### src/hdl/pov_pkg.sv
// ----------------------------------------------------------------------------
// pov_pkg
// Shared types and constants of the scrolling column driver.
// ----------------------------------------------------------------------------
package pov_pkg;

  localparam int COLUMN_W  = 16;
  localparam int COUNTER_W = 16;
  localparam int SLOT_LEN_W = 10;
  localparam int DIVISOR_W = 11;
  localparam int DIV_STEPS = 16;
  localparam int STEP_W    = 4;

  localparam logic [COLUMN_W-1:0]   END_MARKER        = 16'h0A00;
  // a 15000-tick rotation split into 100 slots
  localparam logic [SLOT_LEN_W-1:0] RESET_SLOT_LENGTH = 10'd150;
  localparam logic [SLOT_LEN_W-1:0] SLOT_LENGTH_MAX   = 10'd1023;

  localparam logic [2:0] OP_TICK    = 3'd0;
  localparam logic [2:0] OP_INDEX   = 3'd1;
  localparam logic [2:0] OP_SCROLL  = 3'd2;
  localparam logic [2:0] OP_WRITE   = 3'd3;
  localparam logic [2:0] OP_RESTART = 3'd4;

  typedef struct packed {
    logic [2:0]  operation;
    logic [8:0]  text_address;
    logic [15:0] text_word;
  } cmd_t;

  typedef struct packed {
    logic [15:0] led_column;
    logic [6:0]  slot_index;
  } res_t;

  typedef enum logic [2:0] {
    S_CLEAR,
    S_IDLE,
    S_CHECK,
    S_START,
    S_DIV,
    S_EMIT
  } state_t;

endpackage

### src/hdl/pov_cell.sv
// ----------------------------------------------------------------------------
// pov_cell
// One column of the display window; takes its neighbor's column on a shift.
// ----------------------------------------------------------------------------
module pov_cell (
  input  logic                          clk,
  input  logic                          rst,
  input  logic                          shift,
  input  logic [pov_pkg::COLUMN_W-1:0]  shift_in,
  output logic [pov_pkg::COLUMN_W-1:0]  value
);

  always_ff @(posedge clk) begin
    if (rst) begin
      value <= '0;
    end else if (shift) begin
      value <= shift_in;
    end
  end

endmodule

### config.mk
export PLATFORM = sky130hd
export DESIGN_NAME = pov_cell
export DESIGN_NICKNAME = d
export VERILOG_FILES = /design/src/hdl/pov_pkg.sv /design/src/hdl/pov_cell.sv
export SDC_FILE = /design/constraint.sdc
export NUM_CORES = 1
export LEC_CHECK = 0
export ABC_AREA = 1
export BUFFER_PORTS_ARGS = -buffer_cell sky130_fd_sc_hd__buf_4
export CORE_UTILIZATION = 35
export CTS_CLUSTER_DIAMETER = 60
export DETAILED_ROUTE_END_ITERATION = 6
export GPL_TIMING_DRIVEN = 0
export SYNTH_ARGS = -nofsm -noshare
export SYNTH_HDL_FRONTEND = slang
export SYNTH_SLANG_ARGS = --single-unit
### constraint.sdc
create_clock -name clk -period 1 [get_ports clk]
set_clock_uncertainty 0.1 [all_clocks]
set_input_delay 0.2 -clock clk [delete_from_list [all_inputs] [get_ports clk]]
set_output_delay 0.2 -clock clk [all_outputs]
set_load 0.005 [all_outputs]
Yosys cells after proc, flatten, opt, wreduce, memory -nomap -nowiden
Cells that the tools add are included.
Word-level totals
  register bits after elaboration: 16
  input port bits: 19
  output and inout bits: 16
  word-level logic and storage cells: 1

Longest topological paths before layout
  word-level depth: 0
  gate-level depth with buffers: 4

Worst setup path after synthesis
No wires, ideal clock.
  path kind: input to register
  start point: in rst
  end point: reg value[4] (netlist name)
  arrival: 0.609 ns
  slack: 0.230 ns
  stages on the path: 4
  buffers on the path: 1
  cell sequence: inv_1 > buf_4 > nand2_1 > nor2_2
RTL lines
  start: declaration: RTL line pov_cell.sv:7  | input logic rst,
  end signal: assignment: RTL line pov_cell.sv:17  | value <= shift_in;
  end: declaration: RTL line pov_cell.sv:10  | output logic [pov_pkg::COLUMN_W-1:0] value

Final worst setup path
  start point: reg value[3] (netlist name)
  end point: out value[3] (netlist name)
No word-level cell between the ends.

==> results.json <==
{
  "clkSlewWorstSetupHoldPaths_ns": 0.10,
  "synth_nets": 120,
  "grt_pass1_wl_um": 2201,
  "power.static_leakage_nw": 0.6047,
  "hp-class": "input port to register",
  "synth_edf_count": 0,
  "rsz0062_at_grt": "true",
  "synthTopCellsByArea": "dfxtp_1, nand2_1, nor2_1",
  "ys_ff_latch": 16,
  "slowest_stage": "dfxtp_2",
  "crit_required_ns": 0.70,
  "synth_common_cells": "nand2_1, nor2_1, inv_1, dfxtp_1, buf_6",
  "grt_pass1_vias": 542,
  "fin_nets": 159,
  "io_buffers": 34,
  "critical-path-max-stage-delay_ns": 0.34,
  "dr.pass1.iters": 3,
  "path_cells": "buf_6",
  "final.fill_count": 189,
  "ys.flop_type": "dfxtp_1",
  "start_util_pct": 38.01,
  "cts_sinks": 16,
  "drv_cap": 0,
  "insertion_delay_ns": 0.28,
  "post_cts_buffers": 0,
  "failed_checks": "setup timing",
  "r2r_setup_slack_ns": 0.31,
  "syn_area_um2": 670.6,
  "yosysSeqAreaShare_pct": 47.76,
  "critPathBufInv": 1,
  "core_mm2": 0.001764,
  "setup_viol": 16,
  "die_w_um": 45.78,
  "ant_nets": 0,
  "total_power_mw": 1.422,
  "syn_inst": 101,
  "hold_end": "value[2]$_SDFFE_PP0P_",
  "routabilityCongestion": 0.7174,
  "gr-total-overflow": 0,
  "path_delay_family": "flip-flops",
  "cts-root-buf": "clkbuf_4",
  "fmax_ghz": 0.9753,
  "yosysMostFrequentCell": "nand2_1",
  "worst_r2r_startpoint": "value[4]$_SDFFE_PP0P_",
  "vias": 652,
  "power_density_mw_per_mm2": 1324,
  "slew_headroom_pct": 86.61,
  "drt_iter0_drc": 3,
  "dp_hpwl_um": 1029,
  "hold_path_depth": 5,
  "cts_made_buffers": 3,
  "cp-end-kind": "output port",
  "largest_reg_flops": 16,
  "cp.arrival_ns": 0.73,
  "syn2layout_area_growth_pct": 60.07,
  "rr_endpoint": "value[4]$_SDFFE_PP0P_",
  "wl_um": 1366,
  "grt_max_degree": 11,
  "dieArea_mm2": 0.002095,
  "cts_hold_buf": 0,
  "path_max_fanout": 2,
  "ys_types": 7,
  "worstSetupStartpoint": "value[3]$_SDFFE_PP0P_",
  "critPathLaunchType": "register",
  "drive_gt1_share_pct": 43.17,
  "die_h_um": 45.78,
  "top_regs": "value (16)",
  "insertedDiodeCount": 0,
  "maxSlewViolCount": 0,
  "top_register": "value",
  "yosysTopAreaCell": "dfxtp_1",
  "cts_tree": "done",
  "outcome": "complete, but fails checks",
  "min_period_ns": 1.025,
  "synth_top_area_share_pct": 47.76,
  "path_class": "register to output port",
  "post_dp_cell_area_um2": 957.2,
  "syn_avg_cell_area_um2": 6.640,
  "wl_per_cell_um": 8.329,
  "routed_via_density": 3.976,
  "synthArstFlopShare_pct": 0,
  "worst_slack_ns": -0.02535,
  "clock_path_buffers": 2,
  "grt_antenna_before_repair": 0,
  "htree_levels": 1,
  "track_usage_pct": 14.95,
  "min_period_over_period_pct": 102.5,
  "worst_slew_pin_slew_ns": 0.2007,
  "drc_errors": 0,
  "ir_drop_mv": 0.7110,
  "synth_warnings": 0,
  "num_rows": 15,
  "io_pins": 35,
  "design_area_mm2": 0.001074,
  "hold_viol": 0,
  "rr_worst_depth": 2,
  "hp-start": "shift_in[2]"
}
layout make-up:
class                   instances  area [um^2]  share of cell area [%]
flip-flops and latches         16        340.3                   31.70
repair buffers                 34        315.3                   29.37
multi-input cells              64        245.2                   22.84
inverters                      17        63.81                   5.944
plain buffers                   4        41.29                   3.846
clock buffers                   4        36.28                   3.380
well taps                      25        31.28                   2.914
cell usage in the layout, fill, tap and decap left out:
cell | synthesis | final
nand2_1 | 32 | 32
nor2_1 | 30 | 30
buf_6 | 3 | 19
buf_4 | 1 | 19
inv_1 | 17 | 17
dfxtp_2 | 0 | 16
clkbuf_4 | 0 | 3
nor2_2 | 2 | 2
clkbuf_8 | 0 | 1
report_power, final:
part	switching (mW)	internal, mW	leakage, nW	total, mW
Combinational	0.103	0.173	0.446	0.276
Clock	0.203	0.221	0.0210	0.424
Sequential	0.0300	0.691	0.138	0.721
Total	0.337	1.09	0.605	1.42
logic make-up (layout without fill, tap and decap cells):
| family | Yosys count | count (layout) | share of synthesized area (%) |
|---|---|---|---|
| simple gates | 64 | 64 | 36.57 |
| buf+inv | 21 | 59 | 15.67 |
| flops | 16 | 16 | 47.76 |
routing by layer:
layer | track usage, % | up-vias | part of all wire [%]
li1 | - | 361 | -
met1 | 18.78 | 266 | 47
met2 | 22.57 | 23 | 45
met3 | 3.175 | 2 | 7.4
met4 | 10.59 | 0 | 0.73
met5 | 0 | - | 0
metrics by stage:
stage           TNS (ns)  hold WS [ns]  std cells  util, %  setup WS, ns
3_5_place_dp    -0.02350        0.3645        160    54.26      -0.01183
5_1_grt          -0.9252       0.09944        164    60.85      -0.06220
2_1_floorplan          0        0.2549        101        -        0.2296
3_3_place_gp   -0.001423        0.3580        160    54.26     -0.001423
4_1_cts          -0.5306       0.08457        164    60.85      -0.03645
6_report         -0.3251       0.09576        164    60.85      -0.02535
timing repair:
action | in CTS | in global routing
hold endpoints to repair | 0 | 0
setup endpoints to repair | 16 | 16
gates resized for setup | 32 | 0
worst max path at each step:
stage | slack [ns] | end | cells past startpoint
final | -0.03 | value[3] | 1
after global routing | -0.06 | value[13] | 1
after CTS | -0.04 | value[6] | 1
after detailed placement | -0.01 | value[14]$_SDFFE_PP0P_ | 5
after global placement | -0.001 | value[5]$_SDFFE_PP0P_ | 5
after floorplan | 0.23 | value[4]$_SDFFE_PP0P_ | 4
Power figures use the tool's default switching activity.
