### src/hdl/pov_pkg.sv
// ----------------------------------------------------------------------------
// pov_pkg
// Shared types and constants of the scrolling column driver.
// ----------------------------------------------------------------------------
package pov_pkg;

  localparam int COLUMN_W  = 16;
  localparam int COUNTER_W = 16;
  localparam int SLOT_LEN_W = 10;
  localparam int DIVISOR_W = 11;
  localparam int DIV_STEPS = 16;
  localparam int STEP_W    = 4;

  localparam logic [COLUMN_W-1:0]   END_MARKER        = 16'h0A00;
  // a 15000-tick rotation split into 100 slots
  localparam logic [SLOT_LEN_W-1:0] RESET_SLOT_LENGTH = 10'd150;
  localparam logic [SLOT_LEN_W-1:0] SLOT_LENGTH_MAX   = 10'd1023;

  localparam logic [2:0] OP_TICK    = 3'd0;
  localparam logic [2:0] OP_INDEX   = 3'd1;
  localparam logic [2:0] OP_SCROLL  = 3'd2;
  localparam logic [2:0] OP_WRITE   = 3'd3;
  localparam logic [2:0] OP_RESTART = 3'd4;

  typedef struct packed {
    logic [2:0]  operation;
    logic [8:0]  text_address;
    logic [15:0] text_word;
  } cmd_t;

  typedef struct packed {
    logic [15:0] led_column;
    logic [6:0]  slot_index;
  } res_t;

  typedef enum logic [2:0] {
    S_CLEAR,
    S_IDLE,
    S_CHECK,
    S_START,
    S_DIV,
    S_EMIT
  } state_t;

endpackage

### src/hdl/pov_div.sv
// ----------------------------------------------------------------------------
// pov_div
// Serial restoring divider, one quotient bit per cycle, that also keeps the
// quotient reduced modulo a constant as its bits come out.
// ----------------------------------------------------------------------------
module pov_div #(
  parameter int MOD = 100
) (
  input  logic                           clk,
  input  logic                           rst,
  input  logic                           start,
  input  logic [pov_pkg::COUNTER_W-1:0]  dividend,
  input  logic [pov_pkg::DIVISOR_W-1:0]  divisor,
  output logic                           done,
  output logic [((MOD > 1) ? $clog2(MOD) : 1)-1:0] quotient_mod
);

  localparam int MW = (MOD > 1) ? $clog2(MOD) : 1;

  logic                           busy;
  logic [pov_pkg::STEP_W-1:0]     step;
  logic [pov_pkg::COUNTER_W-1:0]  dvd;
  logic [pov_pkg::DIVISOR_W-1:0]  dvs;
  logic [pov_pkg::DIVISOR_W-1:0]  rem;

  logic [pov_pkg::DIVISOR_W:0]    shifted;
  logic                           qbit;
  logic [pov_pkg::DIVISOR_W-1:0]  rem_next;
  logic [MW:0]                    mod_shifted;
  logic [MW-1:0]                  mod_next;

  always_comb begin
    shifted     = {rem, dvd[pov_pkg::COUNTER_W-1]};
    qbit        = shifted >= {1'b0, dvs};
    rem_next    = qbit ? pov_pkg::DIVISOR_W'(shifted - {1'b0, dvs})
                       : shifted[pov_pkg::DIVISOR_W-1:0];
    // running remainder stays below MOD, so one subtract keeps it reduced
    mod_shifted = {quotient_mod, qbit};
    mod_next    = (mod_shifted >= (MW+1)'(MOD)) ? MW'(mod_shifted - (MW+1)'(MOD))
                                                : mod_shifted[MW-1:0];
  end

  always_ff @(posedge clk) begin
    if (rst) begin
      busy <= 1'b0;
      done <= 1'b0;
      step <= '0;
    end else begin
      done <= 1'b0;
      if (start) begin
        busy <= 1'b1;
        step <= '0;
      end else if (busy) begin
        step <= step + 1'b1;
        if (step == pov_pkg::STEP_W'(pov_pkg::DIV_STEPS - 1)) begin
          busy <= 1'b0;
          done <= 1'b1;
        end
      end
    end
  end

  always_ff @(posedge clk) begin
    if (start) begin
      dvd          <= dividend;
      dvs          <= divisor;
      rem          <= '0;
      quotient_mod <= '0;
    end else if (busy) begin
      dvd          <= {dvd[pov_pkg::COUNTER_W-2:0], 1'b0};
      rem          <= rem_next;
      quotient_mod <= mod_next;
    end
  end

endmodule

### config.mk
export PLATFORM = sky130hd
export DESIGN_NAME = pov_div
export DESIGN_NICKNAME = d
export VERILOG_FILES = /design/src/hdl/pov_pkg.sv /design/src/hdl/pov_div.sv
export SDC_FILE = /design/constraint.sdc
export NUM_CORES = 1
export LEC_CHECK = 0
export BUFFER_PORTS_ARGS = -buffer_cell sky130_fd_sc_hd__buf_2
export CAP_MARGIN = 10
export CORE_ASPECT_RATIO = 0.7
export CORE_MARGIN = 2
export CORE_UTILIZATION = 51
export DETAILED_ROUTE_END_ITERATION = 6
export PLACE_DENSITY = 0.8
export SLEW_MARGIN = 20
export SYNTH_ARGS = -nofsm -noshare
export SYNTH_HDL_FRONTEND = slang
export SYNTH_SLANG_ARGS = --single-unit
export TNS_END_PERCENT = 10
### constraint.sdc
create_clock -name clk -period 2.2 [get_ports clk]
set_clock_uncertainty 0.05 [all_clocks]
set_input_delay 0.44 -clock clk [delete_from_list [all_inputs] [get_ports clk]]
set_output_delay 0.44 -clock clk [all_outputs]
set_load 0.01 [all_outputs]
Word level (Yosys, flattened, before mapping)
Cells that the tools add are included.

word-level totals
  bits in registers = 51
  bits of input ports = 30
  output and inout port bits = 8
  logic and storage cells = 25

operators by class
  add/subtract/negate cells = 3
  $lt $le $gt $ge = 2
  eq/ne operators = 1
  mux-type cells = 8
  bitwise operators = 1
  reduce and logical (&&, ||, !) cells = 3

operators by type and width
  operator             count
  $mux 16              2
  $ge 12x11->1         1
  $mux 11              1
  $sub 11x11->11       1
  $ge 8x7->1 const B   1
  $mux 7               1
  $sub 7x7->7 const B  1
  $add 4x1->4 const B  1
  $eq 4x4->1 const B   1
  $mux 1               4
  $reduce_or 3->1      1
  $reduce_bool 2->1    1
  $reduce_or 2->1      1
  $not 1->1            1

Logic depth before layout (Yosys ltp)
  word-level depth = 4
  gate-level depth with buffers = 11
  depth with buffers taken out = 9

Worst setup path before layout
Ideal clock, no wire load.

  kind = register -> register
  start = register dvd[15] (netlist name)
  end = register rem[9] (netlist name)
  library setup time = 0.079 ns
  arrival = 2.158 ns
  required time = 2.071 ns
  slack = -0.087 ns
  stages on the path, launching flop included = 12
  path buffers = 2
  clock period less this slack = 2.287 ns
  cell sequence = edfxtp_1 -> inv_1 -> ha_1 -> fa_1 -> nand2b_2 -> a21oi_2 -> o211a_1 -> or3_1 -> buf_6 -> buf_8 -> o21a_1 -> a211oi_2

on the way
  word-level cells in the longest chain between the ends = 2
  elaborated cells on any way between the ends = 3
  those cells by class = add/sub (1); order compare (1); mux (1)

ends and longest elaborated chain
  item                                                   RTL line                      source
  start, declared                                        pov_div.sv:22                 logic [pov_pkg::COUNTER_W-1:0] dvd;
  start signal, assigned                                 pov_div.sv:65                 dvd <= dividend;
  start signal, assigned                                 pov_div.sv:70                 dvd <= {dvd[pov_pkg::COUNTER_W-2:0], 1'b0};
  $sub 11x11->11 / $ge 12x11->1 (equally long branches)  pov_div.sv:35, pov_div.sv:34
  $mux 11 *                                              pov_div.sv:35                 rem_next = qbit ? pov_pkg::DIVISOR_W'(shifted - {1'b0, dvs})
  end signal, assigned                                   pov_div.sv:71                 rem <= rem_next;
  end, declared                                          pov_div.sv:24                 logic [pov_pkg::DIVISOR_W-1:0] rem;

Mark *: on every way between the ends. The rest lies on a longest branch, timed or not.
A chain may end at the register's enable or synchronous reset.

Final worst setup path
  start = register dvs[0] (netlist name)
  end = register quotient_mod[2] (netlist name)

on the way
  word-level cells in the longest chain between the ends = 3
  elaborated cells on any way between the ends = 4
  those cells by class = add/sub (1); order compare (2); mux (1)

ends and longest elaborated chain
  item                                              RTL line       source
  start, declared                                   pov_div.sv:23  logic [pov_pkg::DIVISOR_W-1:0] dvs;
  start signal, assigned                            pov_div.sv:66  dvs <= divisor;
  $ge 12x11->1 *                                    pov_div.sv:34  qbit = shifted >= {1'b0, dvs};
  $sub 7x7->7 / $ge 8x7->1 (equally long branches)  pov_div.sv:39  mod_next = (mod_shifted >= (MW+1)'(MOD)) ? MW'(mod_shifted - (MW+1)'(MOD))
  $mux 7 *                                          pov_div.sv:39
  end signal, assigned                              pov_div.sv:72  quotient_mod <= mod_next;
  end, declared                                     pov_div.sv:15  output logic [((MOD > 1) ? $clog2(MOD) : 1)-1:0] quotient_mod

Marks and branches as above.

==> flow_summary.yaml <==
routing:
  drt_pass1_iterations: 4
  routed-wl-met2_mm: 2.825
  first_iter_violations: 186
  drt_wl_total_mm: 5.917
  drt-met1-wl_mm: 2.748
  wire_per_inst_um: 14.83
  drcViolationCount: 0
  met3_length_um: 264
  postRouteAntennaNets: 0
  routed.top_layer: "met4"
  routed_via_density: 5.426
  vias: 2165
power_and_ir_drop:
  ir_worst_vdd_mv: 0.3252
  p_leak_nw: 1.426
  power_mw: 2.258
  p_per_area_nw_per_um2: 673.0
floorplanning:
  die-area_um2: 5951
  die_y_um: 65.15
  start_util: 0.5236
  num_io_pins: 38
  core-area_um2: 5202
  rows: 22
  fp.dieW_um: 91.35
yosys:
  synth.area.top_cells: "edfxtp_1 (30%), dfxtp_1 (18%), mux2_2 (6.6%), ha_1 (6.4%), mux2i_1 (3.7%)"
  ys_top_cells_by_count: "edfxtp_1 (27), dfxtp_1 (24), inv_1 (23), nor2_1 (20), nand2_1 (17)"
  syn_inst: 258
  syn_nets: 303
  synth_top_cell_by_area: "edfxtp_1"
  yosysMostFrequentCell: "edfxtp_1"
  synth_flop_cell: "edfxtp_1"
  async_flop_share: 0
  syn_area_um2: 2724
  yosysWarnings: 0
  netlist.area_leader.share: 0.2977
  yosysSeqAreaShare: 0.4740
  synth_edf_count: 27
  syn_avg_cell_area_um2: 10.56
  synth_cell_types: 57
  synth_seq_cells: 51
final_layout:
  antenna_cells: 0
  drive_above_1_share: 0.3272
  layout.nets: 371
  syn_to_final_growth_pct: 23.20
setup_path:
  crit_path_max_incr_delay_ps: 440
  required_ps: 2350
  r2r_slack_ps: -200
  r2r_end: "quotient_mod[2]"
  arrival_ps: 2560
  path_class: "register to register"
  critPathLaunchType: "register"
  r2r_cells: 9
  worstPathCellList: "ha_4 > fa_2 > nand2b_4 > a21oi_4 > o211a_1 > buf_4 > nor4_4 > or3_1 > a32o_1"
  cp_max_fo: 3
  crit_path_top_delay_cell: "edfxtp_1"
  r2r_start: "dvs[0]"
  end_kind: "register"
clocking:
  cts_hold_buf: 0
  clock_path_buffers: 2
  cts_tree: "yes"
  clkSlewWorstSetupHoldPaths_ps: 90
  cts-root-buf: "clkbuf_8"
  htree_num_levels: 2
  cts_buffers: 5
  insertion_delay_ps: 310
  clock-sinks: 51
global_route:
  grt_pass1_vias: 2083
  grt_use_total: 0.2091
  antenna_found_initial: 0
  grt_max_degree: 28
  grt_pass1_wl_mm: 9.653
  grt-ovfl-total: 0
hold_path:
  hold_path.class: "input pin to register"
  hold-path-cell-count: 2
  holdCritStartpoint: "rst"
  hold-path-endpoint: "busy"
placed_design:
  place_hpwl_mm: 4.272
  place.gp.congestion: 0.8363
  dpl_worst_slack_ps: -314.8
  io_buffers: 37
run_status:
  violations: "negative setup slack"
  status: "finished, violations left"
sta:
  slew_headroom: 0.5952
  slew_viol_final: 0
  fmax_mhz: 416.2
  rsz0062_at_grt: "true"
  period_needed_ps: 2403
  layout_setup_ws_ps: -202.9
  worstMarginPinSlew_ps: 607.2
  fin_crit_sh: 1.092
  setup_viol: 14
  finalHoldViolCount: 0
run:
  maxCapViolations: 0
## what timing repair did
item,in CTS,in global routing
hold endpoints to repair,0,0
endpoints found under the setup margin,16,16
buffers inserted,4,0
pin swaps,7,5
gates resized for setup,14,4
## critical path: cells and delay by family, from the launching register on
kind                     cells  cell delay (ps)
buffers and inverters        1              130
adder cells (fa/ha/maj)      2              530
flip-flops                   1              440
AND/OR/NAND/NOR              3              560
AO/OA/AOI/OAI                3              600
## worst max-delay path by stage
stage                     slack, ps  cells past startpoint  startpoint         endpoint
after floorplan                 -90                     11     dvd[15]           rem[9]
after global placement         -140                     10     dvd[15]          rem[10]
after detailed placement       -310                     10     dvd[15]          rem[10]
after CTS                      -190                     10     dvd[15]           rem[5]
after global routing           -310                     10     dvd[15]           rem[5]
final                          -200                      9      dvs[0]  quotient_mod[2]
## cell type report
class | count | area [µm²]
timing repair buffer | 69 | 436.7
inverter | 23 | 86.33
fill | 403 | 1847
tap | 72 | 90.09
sequential | 51 | 1291
clock inverter | 1 | 7.507
multi-input combinational | 176 | 1346
clock buffer | 7 | 97.59
## logic make-up after synthesis
group,after synthesis,share of synthesized area
DFF,51,0.4740
adders and majority gates,15,0.07166
muxes,27,0.1070
xor gates and xnor gates,5,0.01608
buffers and inverters,31,0.05099
AOI/OAI and AO/OA,54,0.1346
and+or+nand+nor,75,0.1456
## stage by stage
stage	TNS, ps	hold slack [ps]	std cells	utilization	cell area, µm²
after floorplan	-275.9	389.2	258	-	2724
after CTS	-1615	236.1	399	0.6417	3338
after global routing	-3565	231.2	399	0.6450	3356
after detailed placement	-2465	404.9	387	0.6068	3157
after global placement	-834.3	417.1	387	0.6068	3157
final	-1576	234.6	399	0.6450	3356
## registers in the layout (all words and copies together) (netlist names)
name,cells
busy,1
done,1
dvd,16
dvs,11
quotient_mod,7
rem,11
step,4
## cells in the final DEF (no fill, tap or decap), types with 3 or more instances in the layout
master | Yosys | layout
a211oi_1 | 3 | 3
a21oi_1 | 7 | 7
buf_2 | 0 | 37
buf_4 | 1 | 29
buf_6 | 1 | 3
clkbuf_8 | 0 | 5
dfxtp_1 | 24 | 24
edfxtp_1 | 27 | 27
ha_1 | 14 | 13
inv_1 | 23 | 22
mux2_2 | 16 | 16
mux2i_1 | 10 | 10
nand2_1 | 17 | 17
nand2b_1 | 3 | 3
nand3_1 | 5 | 5
nand4_1 | 3 | 3
nor2_1 | 20 | 20
nor2b_1 | 4 | 4
nor3_1 | 5 | 5
o21a_1 | 4 | 4
o21ai_0 | 14 | 10
o21ai_1 | 2 | 5
o22ai_1 | 3 | 3
or3_1 | 4 | 3
xnor2_1 | 3 | 3
## per-layer routing
metal	up-vias	GRT usage
li1	1070	-
met1	1025	0.2777
met2	59	0.3481
met3	11	0.03899
met4	0	0.07386
met5	-	0
## report_power, final
part	total (mW)	switching, mW	internal (mW)
sequential	1.12	0.0368	1.08
clock	0.609	0.315	0.294
combinational	0.533	0.262	0.271
No activity file was read; power rests on OpenSTA's default activity.
